File: src/hw/rtl/sorted_timer_queue_unit_assert.svh
// Assertion macros for the sorted timer queue unit.
// Both macros sample on clk_i; the first one is disabled while rst_ni is low.
`ifndef SORTED_TIMER_QUEUE_UNIT_ASSERT_SVH
`define SORTED_TIMER_QUEUE_UNIT_ASSERT_SVH

// Check a property outside of reset.
`define STQ_ASSERT(lbl, prop, msg) \
  lbl: assert property (@(posedge clk_i) disable iff (!rst_ni) prop) else $error(msg);

// Check a property at every edge, including during reset.
`define STQ_ASSERT_ALWAYS(lbl, prop, msg) \
  lbl: assert property (@(posedge clk_i) prop) else $error(msg);

`endif

File: src/hw/rtl/stq_pkg.sv
// ----------------------------------------------------------------------------
// stq_pkg
// Word types and command codes for the sorted timer queue.
// ----------------------------------------------------------------------------
`timescale 1ns / 1ps
`default_nettype none

package stq_pkg;

  // Command codes
  localparam logic [1:0] CMD_ADD  = 2'd0;
  localparam logic [1:0] CMD_DEL  = 2'd1;
  localparam logic [1:0] CMD_TICK = 2'd2;

  // Input word
  typedef struct packed {
    logic [1:0]  cmd;
    logic [3:0]  timer_id;
    logic        periodic;
    logic [31:0] interval_ticks;
    logic [63:0] now_ticks;
  } in_word_t;

  // Result word
  typedef struct packed {
    logic        status;
    logic        fired;
    logic [3:0]  fired_id;
    logic        program_alarm;
    logic [63:0] alarm_time;
    logic        last;
  } out_word_t;

  // One slot table entry held in memory
  typedef struct packed {
    logic [63:0] deadline;
    logic [31:0] period;
    logic [31:0] order;
  } slot_ent_t;

endpackage

`default_nettype wire

File: src/hw/rtl/stq_ram.sv
// ----------------------------------------------------------------------------
// stq_ram
// Generic single-write, single-read RAM with a registered read port.
// ----------------------------------------------------------------------------
`timescale 1ns / 1ps
`default_nettype none

module stq_ram #(
  parameter int WIDTH = 128,
  parameter int DEPTH = 16
) (
  input  wire logic                     clk_i,
  input  wire logic                     we_i,
  input  wire logic [$clog2(DEPTH)-1:0] waddr_i,
  input  wire logic [WIDTH-1:0]         wdata_i,
  input  wire logic [$clog2(DEPTH)-1:0] raddr_i,
  output logic      [WIDTH-1:0]         rdata_o
);

  logic [WIDTH-1:0] mem [DEPTH];

  // Write and registered read
  always_ff @(posedge clk_i) begin
    if (we_i) begin
      mem[waddr_i] <= wdata_i;
    end
    rdata_o <= mem[raddr_i];
  end

endmodule

`default_nettype wire

File: src/hw/rtl/sorted_timer_queue_unit.sv
// Scans: a table scan reads every slot in turn through the single RAM read port.
// Add: up to two table scans from accept to result; delete: up to two table scans.
// Tick: one scan per fired word plus one scan for the final word.
// Throughput: one command at a time; ready is high only when the block is idle.
// Reset: clears armed, periodic and scheduled flags, order counter and register;
// the slot RAM needs no clearing since entries are only read once written.
// ----------------------------------------------------------------------------
// sorted_timer_queue_unit
// Deadline-ordered timer queue with a scan sequencer over a slot RAM.
// ----------------------------------------------------------------------------
`timescale 1ns / 1ps
`default_nettype none

module sorted_timer_queue_unit #(
  parameter int NUM_TIMERS = 16,
  parameter int FIRE_LIMIT = 63
) (
  input  wire logic               clk_i,
  input  wire logic               rst_ni,
  input  wire logic               cfg_we_i,
  input  wire logic [31:0]        cfg_wdata_i,
  input  wire logic               in_valid_i,
  output logic                    in_ready_o,
  input  wire stq_pkg::in_word_t  in_word_i,
  output logic                    out_valid_o,
  input  wire logic               out_ready_i,
  output stq_pkg::out_word_t      out_word_o
);

  import stq_pkg::*;

  `include "sorted_timer_queue_unit_assert.svh"

  localparam int IDX_W = $clog2(NUM_TIMERS);
  localparam int CNT_W = IDX_W + 1;
  localparam int K_W   = $clog2(FIRE_LIMIT + 1);

  localparam logic [2:0] S_IDLE  = 3'd0;
  localparam logic [2:0] S_RDID  = 3'd1;
  localparam logic [2:0] S_WRITE = 3'd2;
  localparam logic [2:0] S_TCHK  = 3'd3;
  localparam logic [2:0] S_SCAN  = 3'd4;
  localparam logic [2:0] S_WAIT  = 3'd5;

  localparam logic [2:0] PH_MATCH = 3'd0;
  localparam logic [2:0] PH_ADD   = 3'd1;
  localparam logic [2:0] PH_DEL   = 3'd2;
  localparam logic [2:0] PH_TICK  = 3'd3;
  localparam logic [2:0] PH_FINAL = 3'd4;

  logic [2:0]            state_q, state_d, ret_q, ret_d, phase_q, phase_d;
  logic                  match_q, match_d;
  in_word_t              in_q, in_d;
  logic [63:0]           dl_q, dl_d;
  logic [K_W-1:0]        k_q, k_d;
  logic [31:0]           oc_q, oc_d, min_q;
  logic [NUM_TIMERS-1:0] armed_q, armed_d, per_q, per_d, sched_q, sched_d;
  logic [CNT_W-1:0]      cnt_q, cnt_d;
  logic                  cmp_vld_q, cmp_vld_d;
  logic [IDX_W-1:0]      cmp_idx_q, cmp_idx_d;
  logic                  best_vld_q, best_vld_d;
  logic [IDX_W-1:0]      best_id_q, best_id_d;
  logic [63:0]           best_dl_q, best_dl_d;
  logic [31:0]           best_age_q, best_age_d, best_per_q, best_per_d;
  logic                  out_valid_q, out_valid_d;
  out_word_t             out_q, out_d;

  logic                  ram_we;
  logic [IDX_W-1:0]      ram_waddr, ram_raddr;
  slot_ent_t             ram_wdata, ram_rdata;

  logic                  start_scan, start_match;
  logic [2:0]            start_phase;
  logic [IDX_W-1:0]      tid, in_tid;
  logic                  in_id_ok;
  logic [31:0]           c_age, ival1;
  logic                  c_pass, c_better;
  logic [63:0]           new_dl;

  stq_ram #(
    .WIDTH($bits(slot_ent_t)),
    .DEPTH(NUM_TIMERS)
  ) u_slot_ram (
    .clk_i  (clk_i),
    .we_i   (ram_we),
    .waddr_i(ram_waddr),
    .wdata_i(ram_wdata),
    .raddr_i(ram_raddr),
    .rdata_o(ram_rdata)
  );

  assign tid      = IDX_W'(in_q.timer_id);
  assign in_tid   = IDX_W'(in_word_i.timer_id);
  assign in_id_ok = {5'd0, in_word_i.timer_id} < 9'(NUM_TIMERS);
  assign ival1    = (in_word_i.interval_ticks == 32'd0) ? 32'd1 : in_word_i.interval_ticks;
  assign new_dl   = best_dl_q + {32'd0, best_per_q};

  // Candidate ordering against the running best
  assign c_age    = oc_q - ram_rdata.order;
  assign c_pass   = armed_q[cmp_idx_q] &&
                    (!match_q || (per_q[cmp_idx_q] && ram_rdata.period == in_q.interval_ticks));
  assign c_better = !best_vld_q || (ram_rdata.deadline < best_dl_q) ||
                    ((ram_rdata.deadline == best_dl_q) && (c_age > best_age_q));

  // Read address: the addressed slot at command accept, else the scan pointer
  assign ram_raddr = (state_q == S_IDLE) ? in_tid : cnt_q[IDX_W-1:0];

  // Sequencer
  always_comb begin
    state_d = state_q;   ret_d = ret_q;    phase_d = phase_q;  match_d = match_q;
    in_d = in_q;         dl_d = dl_q;      k_d = k_q;          oc_d = oc_q;
    armed_d = armed_q;   per_d = per_q;    sched_d = sched_q;
    cnt_d = cnt_q;       cmp_vld_d = 1'b0; cmp_idx_d = cmp_idx_q;
    best_vld_d = best_vld_q; best_id_d = best_id_q; best_dl_d = best_dl_q;
    best_age_d = best_age_q; best_per_d = best_per_q;
    out_valid_d = out_valid_q; out_d = out_q;
    ram_we = 1'b0; ram_waddr = tid; ram_wdata = '{deadline: dl_q,
                                                  period: in_q.interval_ticks,
                                                  order: oc_q};
    start_scan = 1'b0; start_match = 1'b0; start_phase = PH_FINAL;

    unique case (state_q)
      S_IDLE: begin
        if (in_valid_i) begin
          in_d = in_word_i;
          out_d = '0;
          out_d.last = 1'b1;
          if (in_word_i.cmd == CMD_TICK) begin
            k_d = '0;
            state_d = S_TCHK;
          end else if (in_word_i.cmd == CMD_ADD && in_id_ok) begin
            if (in_word_i.periodic && in_word_i.interval_ticks < min_q) begin
              out_d.status = 1'b1;
              out_valid_d = 1'b1;
              ret_d = S_IDLE;
              state_d = S_WAIT;
            end else begin
              armed_d[in_tid] = 1'b0;
              if (!in_word_i.periodic) begin
                dl_d = in_word_i.now_ticks + {32'd0, ival1};
                state_d = S_WRITE;
              end else if (sched_q[in_tid]) begin
                state_d = S_RDID;
              end else begin
                start_scan = 1'b1;
                start_match = 1'b1;
                start_phase = PH_MATCH;
              end
            end
          end else if (in_word_i.cmd == CMD_DEL && in_id_ok) begin
            per_d[in_tid] = 1'b0;
            if (armed_q[in_tid]) begin
              start_scan = 1'b1;
              start_phase = PH_DEL;
            end else begin
              out_valid_d = 1'b1;
              ret_d = S_IDLE;
              state_d = S_WAIT;
            end
          end else begin
            out_valid_d = 1'b1;
            ret_d = S_IDLE;
            state_d = S_WAIT;
          end
        end
      end
      S_RDID: begin
        dl_d = ram_rdata.deadline + {32'd0, in_q.interval_ticks};
        state_d = S_WRITE;
      end
      S_WRITE: begin
        ram_we = 1'b1;
        oc_d = oc_q + 32'd1;
        armed_d[tid] = 1'b1;
        per_d[tid] = in_q.periodic;
        sched_d[tid] = (dl_q != 64'd0);
        start_scan = 1'b1;
        start_phase = PH_ADD;
      end
      S_TCHK: begin
        start_scan = 1'b1;
        start_phase = (k_q == K_W'(FIRE_LIMIT)) ? PH_FINAL : PH_TICK;
      end
      S_SCAN: begin
        // Fold in the entry read last cycle
        if (cmp_vld_q && c_pass && c_better) begin
          best_vld_d = 1'b1;
          best_id_d = cmp_idx_q;
          best_dl_d = ram_rdata.deadline;
          best_age_d = c_age;
          best_per_d = ram_rdata.period;
        end
        // Issue the next read
        if (cnt_q < CNT_W'(NUM_TIMERS)) begin
          cmp_vld_d = 1'b1;
          cmp_idx_d = cnt_q[IDX_W-1:0];
          cnt_d = cnt_q + CNT_W'(1);
        end else if (!cmp_vld_q) begin
          out_d = '0;
          out_d.last = 1'b1;
          unique case (phase_q)
            PH_MATCH: begin
              dl_d = (best_vld_q ? best_dl_q : in_q.now_ticks) +
                     {32'd0, in_q.interval_ticks};
              state_d = S_WRITE;
            end
            PH_ADD: begin
              if (best_id_q == tid) begin
                out_d.program_alarm = 1'b1;
                out_d.alarm_time = dl_q;
              end
              out_valid_d = 1'b1;
              ret_d = S_IDLE;
              state_d = S_WAIT;
            end
            PH_DEL: begin
              armed_d[tid] = 1'b0;
              if (best_id_q == tid) begin
                start_scan = 1'b1;
                start_phase = PH_FINAL;
              end else begin
                out_valid_d = 1'b1;
                ret_d = S_IDLE;
                state_d = S_WAIT;
              end
            end
            PH_TICK: begin
              if (!best_vld_q || best_dl_q > in_q.now_ticks) begin
                out_d.program_alarm = best_vld_q;
                out_d.alarm_time = best_vld_q ? best_dl_q : 64'd0;
                ret_d = S_IDLE;
              end else begin
                // Fire the head, re-arm it if periodic
                out_d.fired = 1'b1;
                out_d.fired_id = 4'(best_id_q);
                out_d.last = 1'b0;
                armed_d[best_id_q] = per_q[best_id_q];
                if (per_q[best_id_q]) begin
                  ram_we = 1'b1;
                  ram_waddr = best_id_q;
                  ram_wdata = '{deadline: new_dl, period: best_per_q, order: oc_q};
                  oc_d = oc_q + 32'd1;
                  sched_d[best_id_q] = (new_dl != 64'd0);
                end
                k_d = k_q + K_W'(1);
                ret_d = S_TCHK;
              end
              out_valid_d = 1'b1;
              state_d = S_WAIT;
            end
            default: begin
              out_d.program_alarm = best_vld_q;
              out_d.alarm_time = best_vld_q ? best_dl_q : 64'd0;
              out_valid_d = 1'b1;
              ret_d = S_IDLE;
              state_d = S_WAIT;
            end
          endcase
        end
      end
      S_WAIT: begin
        if (out_ready_i) begin
          out_valid_d = 1'b0;
          state_d = ret_q;
        end
      end
      default: begin
        state_d = S_IDLE;
      end
    endcase

    // Begin a table scan
    if (start_scan) begin
      state_d = S_SCAN;
      phase_d = start_phase;
      match_d = start_match;
      cnt_d = '0;
      cmp_vld_d = 1'b0;
      best_vld_d = 1'b0;
    end
  end

  assign in_ready_o  = (state_q == S_IDLE);
  assign out_valid_o = out_valid_q;
  assign out_word_o  = out_q;

  // Control state
  always_ff @(posedge clk_i or negedge rst_ni) begin
    if (!rst_ni) begin
      state_q <= S_IDLE;
      ret_q <= S_IDLE;
      phase_q <= PH_FINAL;
      match_q <= 1'b0;
      k_q <= '0;
      oc_q <= '0;
      min_q <= '0;
      armed_q <= '0;
      per_q <= '0;
      sched_q <= '0;
      cnt_q <= '0;
      cmp_vld_q <= 1'b0;
      best_vld_q <= 1'b0;
      out_valid_q <= 1'b0;
    end else begin
      state_q <= state_d;
      ret_q <= ret_d;
      phase_q <= phase_d;
      match_q <= match_d;
      k_q <= k_d;
      oc_q <= oc_d;
      if (cfg_we_i) begin
        min_q <= cfg_wdata_i;
      end
      armed_q <= armed_d;
      per_q <= per_d;
      sched_q <= sched_d;
      cnt_q <= cnt_d;
      cmp_vld_q <= cmp_vld_d;
      best_vld_q <= best_vld_d;
      out_valid_q <= out_valid_d;
    end
  end

  // Payload
  always_ff @(posedge clk_i) begin
    in_q <= in_d;
    dl_q <= dl_d;
    cmp_idx_q <= cmp_idx_d;
    best_id_q <= best_id_d;
    best_dl_q <= best_dl_d;
    best_age_q <= best_age_d;
    best_per_q <= best_per_d;
    out_q <= out_d;
  end

  `STQ_ASSERT(a_idle_no_word, in_ready_o |-> !out_valid_o, "result word pending while idle")
  `STQ_ASSERT(a_nonlast_fired, (out_valid_o && !out_word_o.last) |-> out_word_o.fired, "non-final word without fire")
  `STQ_ASSERT(a_alarm_zero, (out_valid_o && !out_word_o.program_alarm) |-> (out_word_o.alarm_time == 64'd0), "alarm time set without program")
  `STQ_ASSERT(a_fire_bound, k_q <= K_W'(FIRE_LIMIT), "fire count past limit")

endmodule

`default_nettype wire

File: config.mk
export PLATFORM = sky130hd
export DESIGN_NAME = sorted_timer_queue_unit
export DESIGN_NICKNAME = d
export VERILOG_FILES = /design/src/hw/rtl/stq_pkg.sv /design/src/hw/rtl/stq_ram.sv /design/src/hw/rtl/sorted_timer_queue_unit.sv
export VERILOG_INCLUDE_DIRS = /design/src /design/src/hw/rtl
export SDC_FILE = /design/constraint.sdc
export NUM_CORES = 2
export LEC_CHECK = 0
export ABC_AREA = 1
export BUFFER_PORTS_ARGS = -buffer_cell sky130_fd_sc_hd__buf_2
export CAP_MARGIN = 10
export CELL_PAD_IN_SITES_DETAIL_PLACEMENT = 1
export CELL_PAD_IN_SITES_GLOBAL_PLACEMENT = 1
export CORE_MARGIN = 2
export CORE_UTILIZATION = 51
export DETAILED_ROUTE_END_ITERATION = 8
export PLACE_DENSITY_LB_ADDON = 0.1
export SLEW_MARGIN = 30
export SYNTH_ARGS = -nofsm -noshare
export SYNTH_HDL_FRONTEND = slang
export SYNTH_SLANG_ARGS = --single-unit
File: constraint.sdc
create_clock -name clk_i -period 16 [get_ports clk_i]
set_input_delay 0.8 -clock clk_i [delete_from_list [all_inputs] [get_ports clk_i]]
set_output_delay 0.8 -clock clk_i [all_outputs]
set_load 0.02 [all_outputs]
==> results by group <==
Status
  • Outcome: complete, no violations

Hold path
  • Min-Delay Path Class: in2reg
  • Worst hold start: cfg_wdata_i[12]

Cells and area
  • Non-Filler Instances: between 15000 and 20000
  • Design area: about 0.14 mm^2
  • P&R area growth vs syn: 11.6%
  • Fillers: 25300
  • Share of layout cells above drive strength 1: 8.58%
  • NumNets Final: 12100

Clock tree
  • Clk buf depth: 4
  • CTS Root Cell: clkbuf_16
  • Clock transition at the registers of the reported paths: 60 ps
  • H-tree depth: 5
  • TritonCTS Sinks: around 2700
  • CTS tree: done
  • Total CTS buffers: 305
  • Post-CTS Resized: 0
  • Clk_lat worst skew: 990 ps

STA
  • Final Hold Viols: 0
  • Setup Total Neg Slack: 0 ps
  • Worst Tran Pin Value: roughly 1100 ps
  • Crit share post-route: between 40% and 50%
  • Rel. slew slack: about a quarter
  • Slew Limit Fails: 0
  • Clock skew: approximately 100 ps
  • Worst Setup Slack, final: 8890 ps
  • RSZ-0062 raised after global routing: no
  • Max Clk Rate: between 100 and 150 MHz
  • Final setup violating endpoints: 0
  • Minimum clock period: 7110 ps

Route
  • Drt pass-1 iters: 6
  • DR vias: 95200
  • Antenna Violating Nets Remaining: 0
  • Routed wire per std cell: 30.7 um
  • DR iter-0 viols: 10500
  • Final WL: 462000 um
  • DRC Markers: 0
  • Vias/cell: 6.31

Die
  • Die Span X: approximately 490 um
  • Core area: 0.240 mm^2
  • Die H: 495 um
  • Starting density of the core: 51.2%
  • Die Area: 0.245 mm^2
  • Number of cell rows: 180
  • I/O pin count: 214

Logic synthesis
  • Post-synth top flop: edfxtp_1
  • Synth async-reset ratio: 4.99%
  • Gate Count Post-Synth: 11600
  • Syn_nets: 12000
  • Yosys cell types: 77
  • Cell with the most instances after synthesis: edfxtp_1
  • Post-synth EDFFs: 2421
  • Synth Register Bits: about 2700
  • Yosys warning count: 0
  • Synthesized area per cell: around 11 um^2
  • Post-synthesis sequential area ratio: 64.1%
  • Yosys top cell area share: 59.2%
  • Area leader, netlist: edfxtp_1
  • Synth top cells by count: edfxtp_1, nor2_1, nand2_1
  • Top post-synthesis cells by area: edfxtp_1, o21ai_0, nor2_1
  • Cell Area, Synth: 0.123 mm^2

Placement
  • Detail Placement HPWL: 298000 um
  • Port Buffers: 213
  • Placed Area: about 0.13 mm^2
  • Cells after DPL: 14500
  • Final GP Congestion: 1.02
  • Pre-CTS WS: 8990 ps

Flow run
  • Max-cap violations: 0

Worst setup path
  • WP data required: around 17000 ps
  • CP peak stage delay: 870 ps
  • R2R Path Start: best_dl_q[61]
  • Setup CP Type: reg2reg
  • WP data arrival: roughly 7700 ps
  • Crit path max-delay cell type: buf_4
  • Cell breakdown of the critical path: ha_1 > nand4_1 > nor3_1 > nand4_1 > nor2_1 > nand4_1 > nand2_1 > nand2_4 > nand2_2 > buf_4 > nand2_1 > inv_8 > buf_4 > buf_4
  • Worst setup EP type: register
  • Crit path from: best_dl_q[61]
  • Worst Path Max Fanout: 57
  • Critical path launch point type: register

GRT
  • GRT overflow: 0
  • Vias in the first global route: 97300
  • First-pass GRT wire length: around 660000 um
  • GRT Util Overall: 37.0%
  • Initial antenna violation count: 26
  • Pin count of the biggest net entering global routing: 214

Pwr
  • Peak VDD IR: roughly 0.00018 V
  • Pwr dens: between 200 and 250 mW/mm^2
  • Lkg Pwr: 50.0 nW
==> sequential cells by signal (all words and copies together), names as in the netlist, 5 cells and up <==
register	count
u_slot_ram.mem	2048
in_q	97
best_dl_q	64
dl_q	64
best_per_q	32
u_slot_ram.rdata_o	128
oc_q	32
k_q	6
min_q	32
sched_q	16
armed_q	16
cnt_q	5
per_q	16
out_word_o	72
best_age_q	32
==> kinds of logic after synthesis <==
| group | synth area share (%) |
|---|---|
| compound gates | 13.7 |
| simple gates | 13.0 |
| flops | 64.1 |
| xor+xnor | 1.15 |
| buf+inv | 4.73 |
| fa+ha+maj | 3.34 |
| mux | 0.00816 |
==> worst max-delay path: cells and delay by family (launching register included) <==
family,cells,cell delay (ps)
adders and majority gates,1,370
buffers and inverters,4,2520
DFF,1,530
and+or+nand+nor,9,3110
==> final timing paths <==
path | endpoint | slack [ps] | cells past startpoint
worst min-delay path | min_q[12] | 60 | 3
min in group asynchronous | state_q[1] | 390 | 2
worst max-delay path | u_slot_ram.mem[11][63] | 8890 | 14
worst max register to register | u_slot_ram.mem[11][63] | 8890 | 14
max in group asynchronous | oc_q[9] | 13700 | 4
worst min register to register | best_per_q[14] | 450 | 0
==> layout by cell type (no fill, tap or decap), types with 21 or more instances in the layout <==
cell type	n
buf_2	212
o21ai_2	21
o22ai_1	526
a31oi_1	107
clkinv_2	61
clkinv_1	44
o211ai_1	51
nand4_1	101
inv_1	840
clkbuf_8	29
o21ai_0	1522
nand3_1	258
nand2_1	1607
nor4_1	44
clkbuf_1	56
o21ai_1	80
ha_1	321
clkbuf_16	308
a22oi_1	25
xnor2_1	81
nor3_1	65
dfrtp_1	132
edfxtp_1	2421
nor2_2	24
xor2_1	80
nor2_1	1740
buf_4	138
dfxtp_1	128
a21oi_1	365
o221ai_1	116
==> final cells by class <==
cell class | instances | area, um^2 | area share [%]
tap | 3185 | 3990 | 2.91
sequential | 2683 | 78600 | 57.4
timing repair buffer | 376 | 2560 | 1.87
clock inverter | 147 | 1310 | 0.956
multi-input combinational | 7401 | 38700 | 28.3
inverter | 882 | 3460 | 2.53
clock buffer | 393 | 8320 | 6.07
antenna | 6 | 15.0 | 0.0110
==> timing repair <==
item / in CTS / in global routing
endpoints found under the hold margin: 47 / 0
setup buffers: 0 / 0
hold buffers: 1 / 0
==> power by group <==
part	total, mW	internal (mW)	switching [mW]
Clock	6.87	3.98	2.90
Combinational	10.9	2.85	8.03
Sequential	9.80	8.95	0.847
==> per-stage QoR <==
| step | total power [mW] | hold WS, ps | util (%) |
|---|---|---|---|
| after floorplan | 16.1 | 408 | - |
| after global placement | 20.0 | 441 | 52.9 |
| after detailed placement | 20.5 | 444 | 53.0 |
| after CTS | 27.4 | 22.9 | 57.0 |
| after global routing | 28.7 | 54.9 | 57.1 |
| final | 27.6 | 60.1 | 57.1 |
==> layer usage <==
metal	vias to the layer above	GRT usage, %	part of all wire (%)
li1	41300	-	-
met1	48400	48.5	40
met2	4354	58.9	46
met3	1062	7.03	8.1
met4	26	18.9	5.7
met5	-	0	0.040
(Power assumes the default switching activity.)
